## config.mk

```make
export PLATFORM = sky130hd
export DESIGN_NAME = rle_word_line_decompressor
export DESIGN_NICKNAME = d
export VERILOG_FILES = /design/src/rlewd_pkg.sv /design/src/rle_word_line_decompressor.sv
export SDC_FILE = /design/constraint.sdc
export NUM_CORES = 1
export LEC_CHECK = 0
export ABC_AREA = 1
export BUFFER_PORTS_ARGS = -buffer_cell sky130_fd_sc_hd__buf_2
export CAP_MARGIN = 10
export CORE_ASPECT_RATIO = 1.4
export CORE_MARGIN = 2
export CORE_UTILIZATION = 60
export CTS_CLUSTER_DIAMETER = 150
export DETAILED_ROUTE_END_ITERATION = 12
export GPL_TIMING_DRIVEN = 0
export PLACE_DENSITY_LB_ADDON = 0.3
export SETUP_SLACK_MARGIN = 0.02
export SLEW_MARGIN = 20
export SYNTH_ARGS = -nofsm -noshare
export SYNTH_HDL_FRONTEND = slang
export SYNTH_SLANG_ARGS = --single-unit
```

## constraint.sdc

```tcl
create_clock -name clk_i -period 6.1 [get_ports clk_i]
set_input_delay 0.61 -clock clk_i [delete_from_list [all_inputs] [get_ports clk_i]]
set_output_delay 0.61 -clock clk_i [all_outputs]
set_load 0.02 [all_outputs]
```

## src/rlewd_pkg.sv

```systemverilog
// Package for the run-length word line decompressor.
// Holds field widths, marker masks, register indexes and the parse phase type.
// Depends on nothing; imported by the top level and its checker.
`default_nettype none

package rlewd_pkg;

  localparam int unsigned WordW    = 32;
  localparam int unsigned LineW    = 11;
  localparam int unsigned PosW     = 10;
  localparam int unsigned RunW     = 16;
  localparam int unsigned LitW     = 12;
  localparam int unsigned LitShift = 16;
  localparam int unsigned AddrW    = 3;
  localparam int unsigned PdataW   = 32;

  localparam logic [WordW-1:0] MarkMask = 32'hF000_0000;
  localparam logic [LineW-1:0] MaxLine  = 11'd1024;
  localparam logic [LineW-1:0] LineRst  = 11'd60;

  // Register index, taken from paddr above the byte offset.
  localparam logic RegLineWords = 1'b0;

  // Request kinds on the input channel.
  localparam logic ReqData = 1'b0;
  localparam logic ReqPull = 1'b1;

  typedef enum logic [2:0] {
    PH_MARKER  = 3'b001,
    PH_VALUE   = 3'b010,
    PH_LITERAL = 3'b100
  } phase_e;

endpackage

`default_nettype wire

```

## src/rle_word_line_decompressor.sv

```systemverilog
// Top level of the run-length word line decompressor.
// Parses marker, run value and literal words, expands runs on pulls, marks line ends.
// Depends on rlewd_pkg.
//
// Usage: the input channel carries one word per handshake: req_type_i selects
// between a compressed stream word (data_word_i) and a pull of the next run word.
// Every accepted input word yields exactly one result word on the output channel:
// word_valid_o tells whether out_word_o carries a decompressed word, line_end_o
// marks the last word of a display line, run_pending_o says that run words are
// still waiting to be pulled, and format_error_o flags a dropped bad marker or a
// data word offered while a run was pending.
// The result of an accepted word is registered and shown from the next cycle on.
// Throughput is one word per clock while the receiver takes results; the whole
// decode step sits between the parse state registers and the result register.
// When the receiver stalls, the result register holds its word and in_ready_o
// drops until the result is taken; a result taken in the same cycle frees the
// register, so the stream keeps moving at full rate.
// The APB port holds one register, line_words, at byte address 0; a write keeps
// its low 11 bits, saturated to 1024. Reset clears the parser to expect a marker,
// zeroes the counters and the line position, and sets line_words to 60.
`default_nettype none

module rle_word_line_decompressor
  import rlewd_pkg::*;
(
  input  wire logic              clk_i,
  input  wire logic              rst_ni,
  // input channel
  input  wire logic              in_valid_i,
  output logic                   in_ready_o,
  input  wire logic              req_type_i,
  input  wire logic [WordW-1:0]  data_word_i,
  // output channel
  output logic                   out_valid_o,
  input  wire logic              out_ready_i,
  output logic                   word_valid_o,
  output logic [WordW-1:0]       out_word_o,
  output logic                   line_end_o,
  output logic                   run_pending_o,
  output logic                   format_error_o,
  // configuration port
  input  wire logic              psel,
  input  wire logic              penable,
  input  wire logic              pwrite,
  input  wire logic [AddrW-1:0]  paddr,
  input  wire logic [PdataW-1:0] pwdata,
  output logic [PdataW-1:0]      prdata,
  output logic                   pready
);

  // Parse state.
  phase_e            phase_q, phase_d;
  logic [RunW-1:0]   run_left_q, run_left_d;
  logic [LitW-1:0]   lit_left_q, lit_left_d;
  logic [WordW-1:0]  held_q, held_d;
  logic [PosW-1:0]   pos_q, pos_d;
  logic [LineW-1:0]  line_words_q, line_words_d;

  // Result register.
  logic              out_valid_q, out_valid_d;
  logic              wvalid_q, wvalid_d;
  logic [WordW-1:0]  oword_q, oword_d;
  logic              lend_q, lend_d;
  logic              pend_q, pend_d;
  logic              err_q, err_d;

  logic              in_fire;
  logic              cfg_wr;
  logic              pending;
  logic              is_last;
  logic [LineW-1:0]  pos_inc;
  logic [LineW-1:0]  wdata_line;

  // The result register may be refilled in the cycle it is emptied.
  assign in_ready_o = !out_valid_q || out_ready_i;
  assign in_fire    = in_valid_i && in_ready_o;

  // Run words may only be pulled once the run value has been taken.
  assign pending = (run_left_q != '0) && (phase_q != PH_VALUE);

  // Line counter: the position after this word reaching line_words ends the line.
  // A line length of zero therefore ends every line.
  assign pos_inc = {1'b0, pos_q} + LineW'(1);
  assign is_last = pos_inc >= line_words_q;

  always_comb begin
    phase_d    = phase_q;
    run_left_d = run_left_q;
    lit_left_d = lit_left_q;
    held_d     = held_q;
    pos_d      = pos_q;
    wvalid_d   = 1'b0;
    oword_d    = '0;
    lend_d     = 1'b0;
    err_d      = 1'b0;

    priority if (req_type_i == ReqPull) begin
      if (pending) begin
        wvalid_d   = 1'b1;
        oword_d    = held_q;
        lend_d     = is_last;
        pos_d      = is_last ? '0 : pos_inc[PosW-1:0];
        run_left_d = run_left_q - RunW'(1);
      end
    end else if (pending) begin
      // Data offered while run words are still owed: drop it.
      err_d = 1'b1;
    end else if (phase_q == PH_VALUE) begin
      held_d  = data_word_i;
      phase_d = (lit_left_q != '0) ? PH_LITERAL : PH_MARKER;
    end else if (phase_q == PH_LITERAL && lit_left_q != '0) begin
      wvalid_d   = 1'b1;
      oword_d    = data_word_i;
      lend_d     = is_last;
      pos_d      = is_last ? '0 : pos_inc[PosW-1:0];
      lit_left_d = lit_left_q - LitW'(1);
      if (lit_left_q == LitW'(1)) begin
        phase_d = PH_MARKER;
      end
    end else begin
      // Expecting a marker; a word without the marker nibble is dropped.
      phase_d = PH_MARKER;
      if ((data_word_i & MarkMask) != MarkMask) begin
        err_d = 1'b1;
      end else begin
        run_left_d = data_word_i[RunW-1:0];
        lit_left_d = data_word_i[LitShift +: LitW];
        phase_d    = PH_VALUE;
      end
    end

    pend_d = (run_left_d != '0) && (phase_d != PH_VALUE);
  end

  assign out_valid_d = in_fire || (out_valid_q && !out_ready_i);

  // Configuration: one register, saturated to the longest line.
  assign pready     = 1'b1;
  assign cfg_wr     = psel && penable && pwrite && (paddr[AddrW-1] == RegLineWords);
  assign wdata_line = (pwdata[LineW-1:0] > MaxLine) ? MaxLine : pwdata[LineW-1:0];
  assign line_words_d = cfg_wr ? wdata_line : line_words_q;

  always_comb begin
    unique case (paddr[AddrW-1])
      RegLineWords: prdata = {{(PdataW-LineW){1'b0}}, line_words_q};
      default:      prdata = '0;
    endcase
  end

  always_ff @(posedge clk_i or negedge rst_ni) begin
    if (!rst_ni) begin
      phase_q      <= PH_MARKER;
      run_left_q   <= '0;
      lit_left_q   <= '0;
      held_q       <= '0;
      pos_q        <= '0;
      line_words_q <= LineRst;
      out_valid_q  <= 1'b0;
    end else begin
      line_words_q <= line_words_d;
      out_valid_q  <= out_valid_d;
      if (in_fire) begin
        phase_q    <= phase_d;
        run_left_q <= run_left_d;
        lit_left_q <= lit_left_d;
        held_q     <= held_d;
        pos_q      <= pos_d;
      end
    end
  end

  always_ff @(posedge clk_i) begin
    if (in_fire) begin
      wvalid_q <= wvalid_d;
      oword_q  <= oword_d;
      lend_q   <= lend_d;
      pend_q   <= pend_d;
      err_q    <= err_d;
    end
  end

  assign out_valid_o    = out_valid_q;
  assign word_valid_o   = wvalid_q;
  assign out_word_o     = oword_q;
  assign line_end_o     = lend_q;
  assign run_pending_o  = pend_q;
  assign format_error_o = err_q;

endmodule

`default_nettype wire

```

==> results of run 1 <==
-- synth_stat cells, types with 6 or more instances --
library cell  count
nand3_1          63
nor2_1           70
nor3_1            9
o21ai_1          11
o21ai_0         110
nor2_2            6
o22ai_1          15
nand2_1         211
clkbuf_1         16
buf_4            23
edfxtp_1         36
nand2_2           7
nand4_1           8
dfrtp_1          80
a21oi_1          17
ha_1             15
xor2_1           13
inv_1           117
-- logic make-up after synthesis --
| family | Yosys count | synth area share [%] |
|---|---|---|
| AOI/OAI and AO/OA | 169 | 13.2 |
| other | 2 | 0.108 |
| DFF | 121 | 46.4 |
| muxes | 1 | 0.144 |
| buffers and inverters | 177 | 11.5 |
| adders and majority gates | 15 | 2.71 |
| and+or+nand+nor | 388 | 24.3 |
| xor gates and xnor gates | 14 | 1.77 |
-- registers in the layout (all words and copies together) (netlist names) --
register,cells
run_left_q,16
held_q,32
out_word_o,32
word_valid_o,1
line_words_q,11
out_valid_o,1
run_pending_o,1
pos_q,10
lit_left_q,12
phase_q,3
line_end_o,1
format_error_o,1
-- layout make-up --
class | instances | area (um^2)
buffer | 53 | 330
clock buffer | 17 | 425
clock inverter | 15 | 144
fill | 857 | 2950
inverter | 124 | 467
multi-input combinational | 609 | 3000
sequential | 121 | 3210
tap | 144 | 180
timing repair buffer | 102 | 573
-- through the flow --
| stage | hold slack [ns] | cell area, um^2 |
|---|---|---|
| 3_3_place_gp | 0.470 | 7680 |
| 6_report | 0.206 | 8330 |
| 2_1_floorplan | 0.314 | 7010 |
| 5_1_grt | 0.278 | 8330 |
| 3_5_place_dp | 0.482 | 7760 |
| 4_1_cts | 0.245 | 8330 |
-- metal layers --
metal	routed length, um	vias to the layer above	track usage, %	share of wire (%)
met5	0	-	0	0
met4	603	0	12.7	3.3
met3	1420	52	6.08	7.7
met2	9330	338	52.4	51
met1	7030	3048	36.5	38
li1	-	3134	-	-
-- power breakdown --
part	switching, uW	leakage, uW	internal, uW
logic	1060	0.00239	547
registers	152	0.00137	1150
clock network	401	0.000267	567
-- worst reg2reg max path: cells and delay by family (launching register included) --
family / cells / cell delay, ns
AO/OA/AOI/OAI: 3 / 0.37
buffers and inverters: 2 / 0.32
flip-flops: 1 / 0.40
XOR/XNOR: 1 / 0.24
AND/OR/NAND/NOR: 6 / 0.92
adder cells (fa/ha/maj): 1 / 0.29
-- how the worst max path moves through the flow --
stage	end	slack (ns)	cells past startpoint
floorplan	format_error_o	3.36	5
global placement	run_left_q[10]	2.36	7
detailed placement	line_end_o	3.30	13
CTS	line_end_o	3.25	13
global route	pos_q[8]	2.95	14
finish	line_end_o	3.29	13
==> impl_results.md, run 1 <==
* Outcome: finished clean
* Number of cell instances on the worst register-to-register path at 13
* Beginning of the critical path: pos_q[2]
* Highest Clock Rate at 356 MHz
* Number of nets still failing antenna checks after routing at 0
* Clock network latency to the later pin of the worst-skew pair at 0.42 ns
* Leading cell types in the layout, fill and taps excluded: nand2_1 (211), inv_1 (117), o21ai_0 (110)
* Y dimension of the die at 131 um
* Synthesis warning total at 0
* Final HPWL from detailed placement at 13100 um
* DRC errors left at 0
* Setup repair after global routing missed its margin: no
* Total of endpoints with negative setup slack in the final report at 0
* Port Buf Inserts at 99
* Area leader, netlist: dfrtp_1
* Overall fraction of global-route tracks in use at 30.5%
* Source of the worst register-to-register timing path: pos_q[2]
* FF+latch count, synth at 121
* Post-route minimum period at 2.81 ns
* Wire length of the first global-routing pass at 29800 um
* Overall routed net length at 18400 um
* Total iterations of the first detailed-routing run at 5
* Total via count in the routed design at 6572
* Cell types occupying the most area after synthesis: dfrtp_1 (29%), edfxtp_1 (16%), nand2_1 (11%)
* Clock buffer depth at 2
* Terminus of the critical flop-to-flop path: line_end_o
* Setup TNS Final at 0 ns
* CTS tree: yes
* Path type of the worst setup path: reg -> reg
* Arrival time reported for the critical path endpoint at 2.95 ns
* Number of buffers added for setup after CTS at 0
* Fraction of final layout cells with drive strength greater than 1 at 19.5%
* Synthesized instance count at 887
* Number of gates given a new drive strength after cts at 0
* Final Net Count at 1118
* Number of buffers created by CTS at 17
* Count of clock tree sinks at 121
* Number of synthesized flops with an enable pin at 36
* Largest net degree at the start of global routing at 48
* Final Hold Viols at 0
* Required time of the critical path at 6.24 ns
* Post-route total power at 3870 uW
* Share of the core filled with cells in the final layout at 73.9%
* Number of cells in the finished layout apart from fillers at 1185
* First-iteration detailed-routing DRC count at 594
* Yosys top cell area share at 28.9%
* Cell Count Post-Placement at 1153
* H-Tree Depth at 4
* Area growth from synthesis to layout at 20.2%
* Worst setup SP type: flop
* IO Pins at 146
* Clock-pin slew of the registers on the worst-case setup and hold paths at 0.06 ns
* Slew Limit Headroom at 38.2%
* Antenna Diode Count at 0
* Core region area at 0.0113 mm^2
* Hold Buf Count CTS at 0
* Proportion of synthesized chip area in sequential cells at 46.4%
* Most used DFF post-synth: dfrtp_1
* Number of slew-limit violations in the final report at 0
* Leading cell type in the layout, fill and taps excluded: nand2_1
* Number of antenna violations at the first check in global routing at 0
* Worst path cell trace: inv_1, nor3_1, nand3_1, nor3_1, xor2_1, ha_1, nand2_1, nor2_1, nand3_1, o2111ai_1, a41oi_1, buf_2, a21oi_1
* Initial standard-cell utilization of the core at 61.5%
* Max FO, Critical Path at 10
* Placer's final routability congestion estimate at 0.969
* Netlist area before placement at 0.00693 mm^2
* Yosys cell types at 47
* Number of buffers and inverters on the critical path at 2
* Vias in the first global route at 6339
* Kind of end point of the critical path: flop
* Power density over cell area at 465 mW/mm^2
* Number of vias per cell after detailed routing at 5.55
* Leakage at 0.00403 uW
* Fin crit share at 46.1%
* Setup Skew at 0.00910 ns
* Final routed wire length divided by cell count at 15.5 um
* Dominant delay contributor by cell family on the critical path: simple AND/OR/NAND/NOR gates
* Critical Path Max Stage Delay at 0.40 ns
* Clock root buffer master: clkbuf_16
* Width of the chip at 94.9 um
* Setup slack after placement at 3.30 ns
* Class of the tightest hold or removal check: in -> async
* R2R setup slack at 3.29 ns
* Max-capacitance violation count at 0
* Std cell rows at 46
* Slowest-stage cell, CP: dfrtp_1
* Leftover overflow at the end of global routing at 0
* Maximum resistive drop on vdd at 0.000342 V
* Syn avg cell area at 7.82 um^2
* Worst Slack Setup Final at 3.29 ns
* Fraction of registers with async set/reset at 70.2%
* Pin slew with the least headroom to its limit at 0.921 ns
* Die outline area at 0.0124 mm^2
(Power assumes the default switching activity.)
==> run 2, diff against run 1 <==
--- a/config.mk
+++ b/config.mk
@@ -10,7 +10,7 @@
 export CAP_MARGIN = 10
 export CORE_ASPECT_RATIO = 1.4
 export CORE_MARGIN = 2
-export CORE_UTILIZATION = 60
+export CORE_UTILIZATION = 50
 export CTS_CLUSTER_DIAMETER = 150
 export DETAILED_ROUTE_END_ITERATION = 12
 export GPL_TIMING_DRIVEN = 0
==> constraint.sdc (replaced) <==
create_clock -name clk_i -period 2.4 [get_ports clk_i]
set_input_delay 0.24 -clock clk_i [delete_from_list [all_inputs] [get_ports clk_i]]
set_output_delay 0.24 -clock clk_i [all_outputs]
set_load 0.02 [all_outputs]
==> run 2 against run 1 <==
  * The flow now finishes with violations (negative setup slack)
  * Routed wire length grew 7.9%
  * Combinational power grew to 3.1 times the previous value
  * Sequential power grew to 2.6 times the previous value
  * Critical path depth is the same
  * Clock-buffer cell count is the same
  * Design area grew 8.0%
  * Sequential cell count is the same
  * Maximum frequency shrank 0.41%
  * Via count grew 2.2%
  * Critical path type unchanged
  * Highest routed layer unchanged
==> impl_results.md, run 2 (same netlist as run 1, synthesis figures left out) <==
* Path type of the worst setup path: reg -> reg
* Number of cell instances on the worst register-to-register path at 13 (unchanged)
* Worst setup SP type: flop
* Initial standard-cell utilization of the core at 51.5% (-9.9 points)
* CTS tree: yes
* Clock buffer depth at 2 (unchanged)
* Number of buffers and inverters on the critical path at 2 (unchanged)
* Largest net degree at the start of global routing at 63 (+31%)
* Worst hold stages at 3
* Worst path cell trace: inv_2, nor3_4, nand3_2, nor3_2, xor2_1, ha_1, nand2_2, nor2_4, nand2_2, o2111ai_4, a41oi_2, buf_6, a21oi_2
* Wire length of the first global-routing pass at 30400 um (+2.0%)
* Slew Limit Headroom at 39.3% (+1.1 points)
* Kind of end point of the critical path: flop
* Fin crit share at 118% (+72 points)
* Pin slew with the least headroom to its limit at 0.904 ns (-0.0168 ns)
* Placer's final routability congestion estimate at 0.896 (-7.5%)
* Number of nets still failing antenna checks after routing at 0 (unchanged)
* Clock-pin slew of the registers on the worst-case setup and hold paths at 0.06 ns (about the same)
* Most repeated library cell on the critical path: nand2_2
* Arrival time reported for the critical path endpoint at 2.98 ns (+0.03 ns)
* Overall fraction of global-route tracks in use at 25.5% (-4.9 points)
* Cell Count Post-Placement at 1189 (+3.1%)
* Slowest-stage cell, CP: dfrtp_1
* DRC errors left at 0 (unchanged)
* Max-capacitance violation count at 0 (unchanged)
* Total via count in the routed design at 6718 (+2.2%)
* IO Pins at 146 (unchanged)
* Final routed wire length divided by cell count at 15.8 um (+2.1%)
* Share of the core filled with cells in the final layout at 66.9% (-7.0 points)
* Fraction of final layout cells with drive strength greater than 1 at 27.5% (+8.0 points)
* Combinational cell fraction of total power at 44.2% (+2.7 points)
* Final Hold Viols at 0 (unchanged)
* Area growth from synthesis to layout at 29.8%
* Number of vias per cell after detailed routing at 5.36 (-3.3%)
* Count of clock tree sinks at 121 (unchanged)
* Required time of the critical path at 2.55 ns (-3.69 ns)
* Post-route total power at 11100 uW (+190%)
* Overall routed net length at 19800 um (+7.9%)
* Worst Slack Setup Final at -0.423 ns (-3.71 ns)
* Class of the tightest hold or removal check: in -> reg
* Max FO, Critical Path at 5 (-5)
* Die outline area at 0.0148 mm^2 (+19%)
* Highest Clock Rate at 354 MHz (-0.41%)
* First-iteration detailed-routing DRC count at 530 (-11%)
* Core region area at 0.0135 mm^2 (+19%)
* Leakage at 0.00430 uW (+6.7%)
* Leading cell types in the layout, fill and taps excluded: nand2_1 (207), inv_1 (109), o21ai_0 (107)
* Clock root buffer master: clkbuf_16
* Sw Share at 40.6% (-1.1 points)
* H-Tree Depth at 4 (unchanged)
* Y dimension of the die at 143 um (+9.3%)
* Final Net Count at 1148 (+2.7%)
* Port Buf Inserts at 99 (unchanged)
* Number of antenna violations at the first check in global routing at 0 (unchanged)
* Placed Area at 0.00778 mm^2 (+0.18%)
* Violated checks: negative setup slack
* Vias in the first global route at 6209 (-2.1%)
* Power density over cell area at 1240 mW/mm^2 (+170%)
* Dominant delay contributor by cell family on the critical path: simple AND/OR/NAND/NOR gates
* Width of the chip at 104 um (+9.1%)
* Leftover overflow at the end of global routing at 0 (unchanged)
* Outcome: complete, but fails checks
* Setup repair after global routing missed its margin: yes
* Final HPWL from detailed placement at 12600 um (-3.7%)
* Share of power burned in the clock network at 25.9% (+0.9 points)
* Number of slew-limit violations in the final report at 0 (unchanged)
* Design internal power at 6610 uW (+190%)
* Clock network latency to the later pin of the worst-skew pair at 0.42 ns (about the same)
* Total iterations of the first detailed-routing run at 6 (+1)
* Post-route minimum period at 2.82 ns (+0.0117 ns)
* Critical Path Max Stage Delay at 0.46 ns (+0.06 ns)
* Logic depth of the worst setup path including buffers at 13 (unchanged)
* Net switching power of the design at 4520 uW (+180%)
* Maximum resistive drop on vdd at 0.000621 V (+82%)
* Antenna Diode Count at 0 (unchanged)
* Std cell rows at 50 (+8.7%)
* Number of buffers created by CTS at 17 (unchanged)
* Number of cells in the finished layout apart from fillers at 1253 (+5.7%)
* Leading cell type in the layout, fill and taps excluded: nand2_1
* Share of power burned in registers at 29.8% (-3.7 points)
* Total of endpoints with negative setup slack in the final report at 11 (+11)
* Summed area of non-filler cells in the final layout at 0.00900 mm^2 (+8.0%)
* Setup Skew at 0.00879 ns (-0.000312 ns)
## run 2: area by class of cell
type / instances / area, um^2
tap: 182 / 228
sequential: 121 / 3210
clock buffer: 17 / 425
timing repair buffer: 132 / 779
inverter: 124 / 467
multi-input combinational: 609 / 3290
clock inverter: 15 / 239
buffer: 53 / 352
fill: 1053 / 4450
## run 2: final timing paths
path	start	endpoint	slack [ns]
max in group asynchronous	rst_ni	line_words_q[5]	1.52
hold / removal	in_valid_i	out_valid_o	0.02
hold reg to reg	lit_left_q[10]	lit_left_q[10]	0.49
setup / recovery	pos_q[0]	line_end_o	-0.42
min in group asynchronous	rst_ni	held_q[16]	0.24
setup reg to reg	pos_q[0]	line_end_o	-0.42
## run 2: tightest hold or removal path, delay by kind of cell
kind	cells	cell delay [ns]
and+or+nand+nor	1	0.05
buffers and inverters	2	0.11
## run 2: stage by stage
stage,worst slack [ns],setup TNS [ns],hold slack (ns)
6_report,-0.423,-3.65,0.0199
3_5_place_dp,-0.341,-4.89,0.119
2_1_floorplan,0.0217,0,-0.0556
5_1_grt,-0.527,-5.01,0.0251
3_3_place_gp,-0.240,-3.55,0.441
4_1_cts,-0.198,-1.07,0.0163
## run 2: power groups by stage
stage	combinational (uW)	sequential [uW]	clock [uW]
3_3_place_gp	3850	3290	0
5_1_grt	5420	3390	2980
2_1_floorplan	2850	3380	0
4_1_cts	4340	3280	2890
6_report	4920	3320	2890
3_5_place_dp	3940	3310	0
## run 2: metal layers
layer	GRT usage [%]	routed length [um]	share of wire [%]
met2	44.5	9980	50
met3	4.04	1330	6.7
met1	31.8	8070	41
met4	10.8	464	2.3
met5	0	0	0
## run 2: timing repair
item,4_1_cts,5_1_grt
buffers inserted,14,16
pin swaps,6,14
cloned,1,0
hold buffers,1,0
setup endpoints to repair,41,35
gates resized for setup,39,47
endpoints found under the hold margin,23,0
==> run 3, diff against run 2 <==
--- a/config.mk
+++ b/config.mk
@@ -10,9 +10,10 @@
 export CAP_MARGIN = 10
 export CORE_ASPECT_RATIO = 1.4
 export CORE_MARGIN = 2
-export CORE_UTILIZATION = 50
+export CORE_UTILIZATION = 60
 export CTS_CLUSTER_DIAMETER = 150
 export DETAILED_ROUTE_END_ITERATION = 12
+export GPL_ROUTABILITY_DRIVEN = 0
 export GPL_TIMING_DRIVEN = 0
 export PLACE_DENSITY_LB_ADDON = 0.3
 export SETUP_SLACK_MARGIN = 0.02
==> constraint.sdc (replaced) <==
create_clock -name clk_i -period 3.3 [get_ports clk_i]
set_input_delay 0.33 -clock clk_i [delete_from_list [all_inputs] [get_ports clk_i]]
set_output_delay 0.33 -clock clk_i [all_outputs]
set_load 0.02 [all_outputs]
==> run 3 against run 2 <==
  * The flow now finishes without violations
  * Non-clock buffer count fell by 30
  * Die area fell by 16%
  * Worst setup slack improved by 0.72 ns
  * Sequential cell count unchanged
  * Sequential power decreased by 28%
  * First-iteration DRC count is 14% higher
  * Routed wire length down 8.0%
  * Highest routed layer unchanged
==> impl_results.md, run 3 (same netlist as run 1, synthesis figures left out) <==
* Outcome: finished clean
* Worst hold stages at 3 (unchanged)
* CTS tree: yes
* Leading cell type in the layout, fill and taps excluded: nand2_1
* Count of clock tree sinks at 121 (unchanged)
* Max-capacitance violation count at 0 (unchanged)
* Leftover overflow at the end of global routing at 0 (unchanged)
* Total via count in the routed design at 6546 (-2.6%)
* Critical Path Max Stage Delay at 0.38 ns (-0.08 ns)
* Overall routed net length at 18300 um (-8.0%)
* Setup Skew at 0.0100 ns (+0.00121 ns)
* Worst setup SP type: flop
* Clock-pin slew of the registers on the worst-case setup and hold paths at 0.06 ns (about the same)
* Number of cell instances on the worst register-to-register path at 13 (unchanged)
* Fin crit share at 91.0% (-27 points)
* Total iterations of the first detailed-routing run at 6 (unchanged)
* Number of vias per cell after detailed routing at 5.52 (+3.0%)
* Arrival time reported for the critical path endpoint at 3.14 ns (+0.16 ns)
* Post-route minimum period at 3.00 ns (+0.181 ns)
* Clock buffer depth at 2 (unchanged)
* Number of gates given a new drive strength after cts at 0 (-100%)
* Power density over cell area at 862 mW/mm^2 (-30%)
* Clock network latency to the later pin of the worst-skew pair at 0.42 ns (about the same)
* Final hold slack at 0.107 ns (+0.0873 ns)
* Max FO, Critical Path at 10 (+5)
* Overall fraction of global-route tracks in use at 30.2% (+4.7 points)
* Total of endpoints with negative setup slack in the final report at 0 (-11)
* Number of slew-limit violations in the final report at 0 (unchanged)
* Initial standard-cell utilization of the core at 61.5% (+9.9 points)
* Wire length of the first global-routing pass at 29500 um (-2.9%)
* Path type of the worst setup path: reg -> reg
* Maximum resistive drop on vdd at 0.000527 V (-15%)
* Highest Clock Rate at 333 MHz (-6.0%)
* Setup repair after global routing missed its margin: no
* Number of buffers created by CTS at 17 (unchanged)
* Final Net Count at 1118 (-2.6%)
* Width of the chip at 94.9 um (-8.4%)
* Core region area at 0.0113 mm^2 (-16%)
* H-Tree Depth at 4 (unchanged)
* DRC errors left at 0 (unchanged)
* Y dimension of the die at 131 um (-8.5%)
* Final HPWL from detailed placement at 13200 um (+4.4%)
* Area growth from synthesis to layout at 19.9%
* Post-route total power at 7170 uW (-36%)
* Final routed wire length divided by cell count at 15.4 um (-2.7%)
* Slowest-stage cell, CP: dfrtp_1
* Class of the tightest hold or removal check: in -> reg
* Antenna Diode Count at 0 (unchanged)
* Port Buf Inserts at 99 (unchanged)
* Required time of the critical path at 3.43 ns (+0.88 ns)
* Leading cell types in the layout, fill and taps excluded: nand2_1 (211), inv_1 (117), o21ai_0 (110)
* IO Pins at 146 (unchanged)
* Number of antenna violations at the first check in global routing at 0 (unchanged)
* Number of buffers added for setup after CTS at 0 (-14)
* Share of the core filled with cells in the final layout at 73.7% (+6.8 points)
* Number of nets still failing antenna checks after routing at 0 (unchanged)
* Vias in the first global route at 6310 (+1.6%)
* Die outline area at 0.0124 mm^2 (-16%)
* Worst path cell trace: inv_1, nor3_1, nand3_1, nor3_1, xor2_1, ha_1, nand2_1, nor2_1, nand3_1, o2111ai_1, a41oi_1, buf_2, a21oi_1
* Final Hold Viols at 0 (unchanged)
* R2R setup slack at 0.30 ns (+0.72 ns)
* First-iteration detailed-routing DRC count at 603 (+14%)
* Largest net degree at the start of global routing at 50 (-21%)
* Slew Limit Headroom at 39.7% (+0.46 points)
* Leakage at 0.00404 uW (-6.1%)
* Kind of end point of the critical path: flop
* Std cell rows at 46 (-8.0%)
* Pin slew with the least headroom to its limit at 0.897 ns (-0.00679 ns)
* Fraction of final layout cells with drive strength greater than 1 at 19.4% (-8.1 points)
* Clock root buffer master: clkbuf_16
run 3: cell types whose count changed in the layout (fill, tap and decap cells not counted), moves of 8 or more:
cell     before  now
inv_1       109  117
buf_4        53   24
nand3_1      50   63
inv_2        13    5
nor2_1       61   70
nand3_2      15    2
run 3: where the power goes:
part | internal, uW | leakage [uW] | switching, uW | total, uW
logic | 1010 | 0.00238 | 1950 | 2960
registers | 2120 | 0.00137 | 270 | 2390
clock network | 1060 | 0.000284 | 763 | 1830
total | 4190 | 0.00404 | 2980 | 7170
run 3: layout make-up:
cell class | instances | area, um^2
clock buffer | 17 | 425
clock inverter | 15 | 153
sequential | 121 | 3210
inverter | 124 | 467
fill | 862 | 2970
multi-input combinational | 609 | 3000
timing repair buffer | 102 | 548
tap | 144 | 180
buffer | 53 | 330
run 3: final timing paths:
path	start	end
worst max-delay path	pos_q[2]	line_end_o
worst min-delay path	in_valid_i	out_valid_o
worst max register to register	pos_q[2]	line_end_o
worst min register to register	lit_left_q[10]	lit_left_q[10]
max in group asynchronous	rst_ni	line_words_q[3]
min in group asynchronous	rst_ni	held_q[18]
run 3: repair_timing:
action / CTS / global route
endpoints found under the setup margin: 0 / 0
endpoints found under the hold margin: 47 / 0
hold buffers: 1 / 0
run 3: through the flow:
stage,TNS [ns],worst slack (ns),instances,area [um^2]
2_1_floorplan,0,0.712,907,7010
3_3_place_gp,-0.0120,-0.00676,1150,7680
3_5_place_dp,0,0.340,1152,7730
4_1_cts,0,0.291,1185,8320
5_1_grt,0,0.0234,1185,8320
6_report,0,0.296,1185,8320
run 3: critical path: cells and delay by family (launching register included):
family | cells | cell delay, ns
simple gates | 6 | 1.04
compound gates | 3 | 0.44
flops | 1 | 0.38
buf+inv | 2 | 0.31
fa+ha+maj | 1 | 0.29
xor+xnor | 1 | 0.24
run 3: per-layer routing:
metal / GRT usage [%] / wire [um] / part of all wire (%) / vias to the layer above
li1: - / - / - / 3137
met1: 37.2 / 7130 / 39 / 3009
met2: 49.6 / 9100 / 50 / 342
met3: 7.22 / 1430 / 7.8 / 58
met4: 13.8 / 609 / 3.3 / 0
met5: 0 / 0 / 0 / -
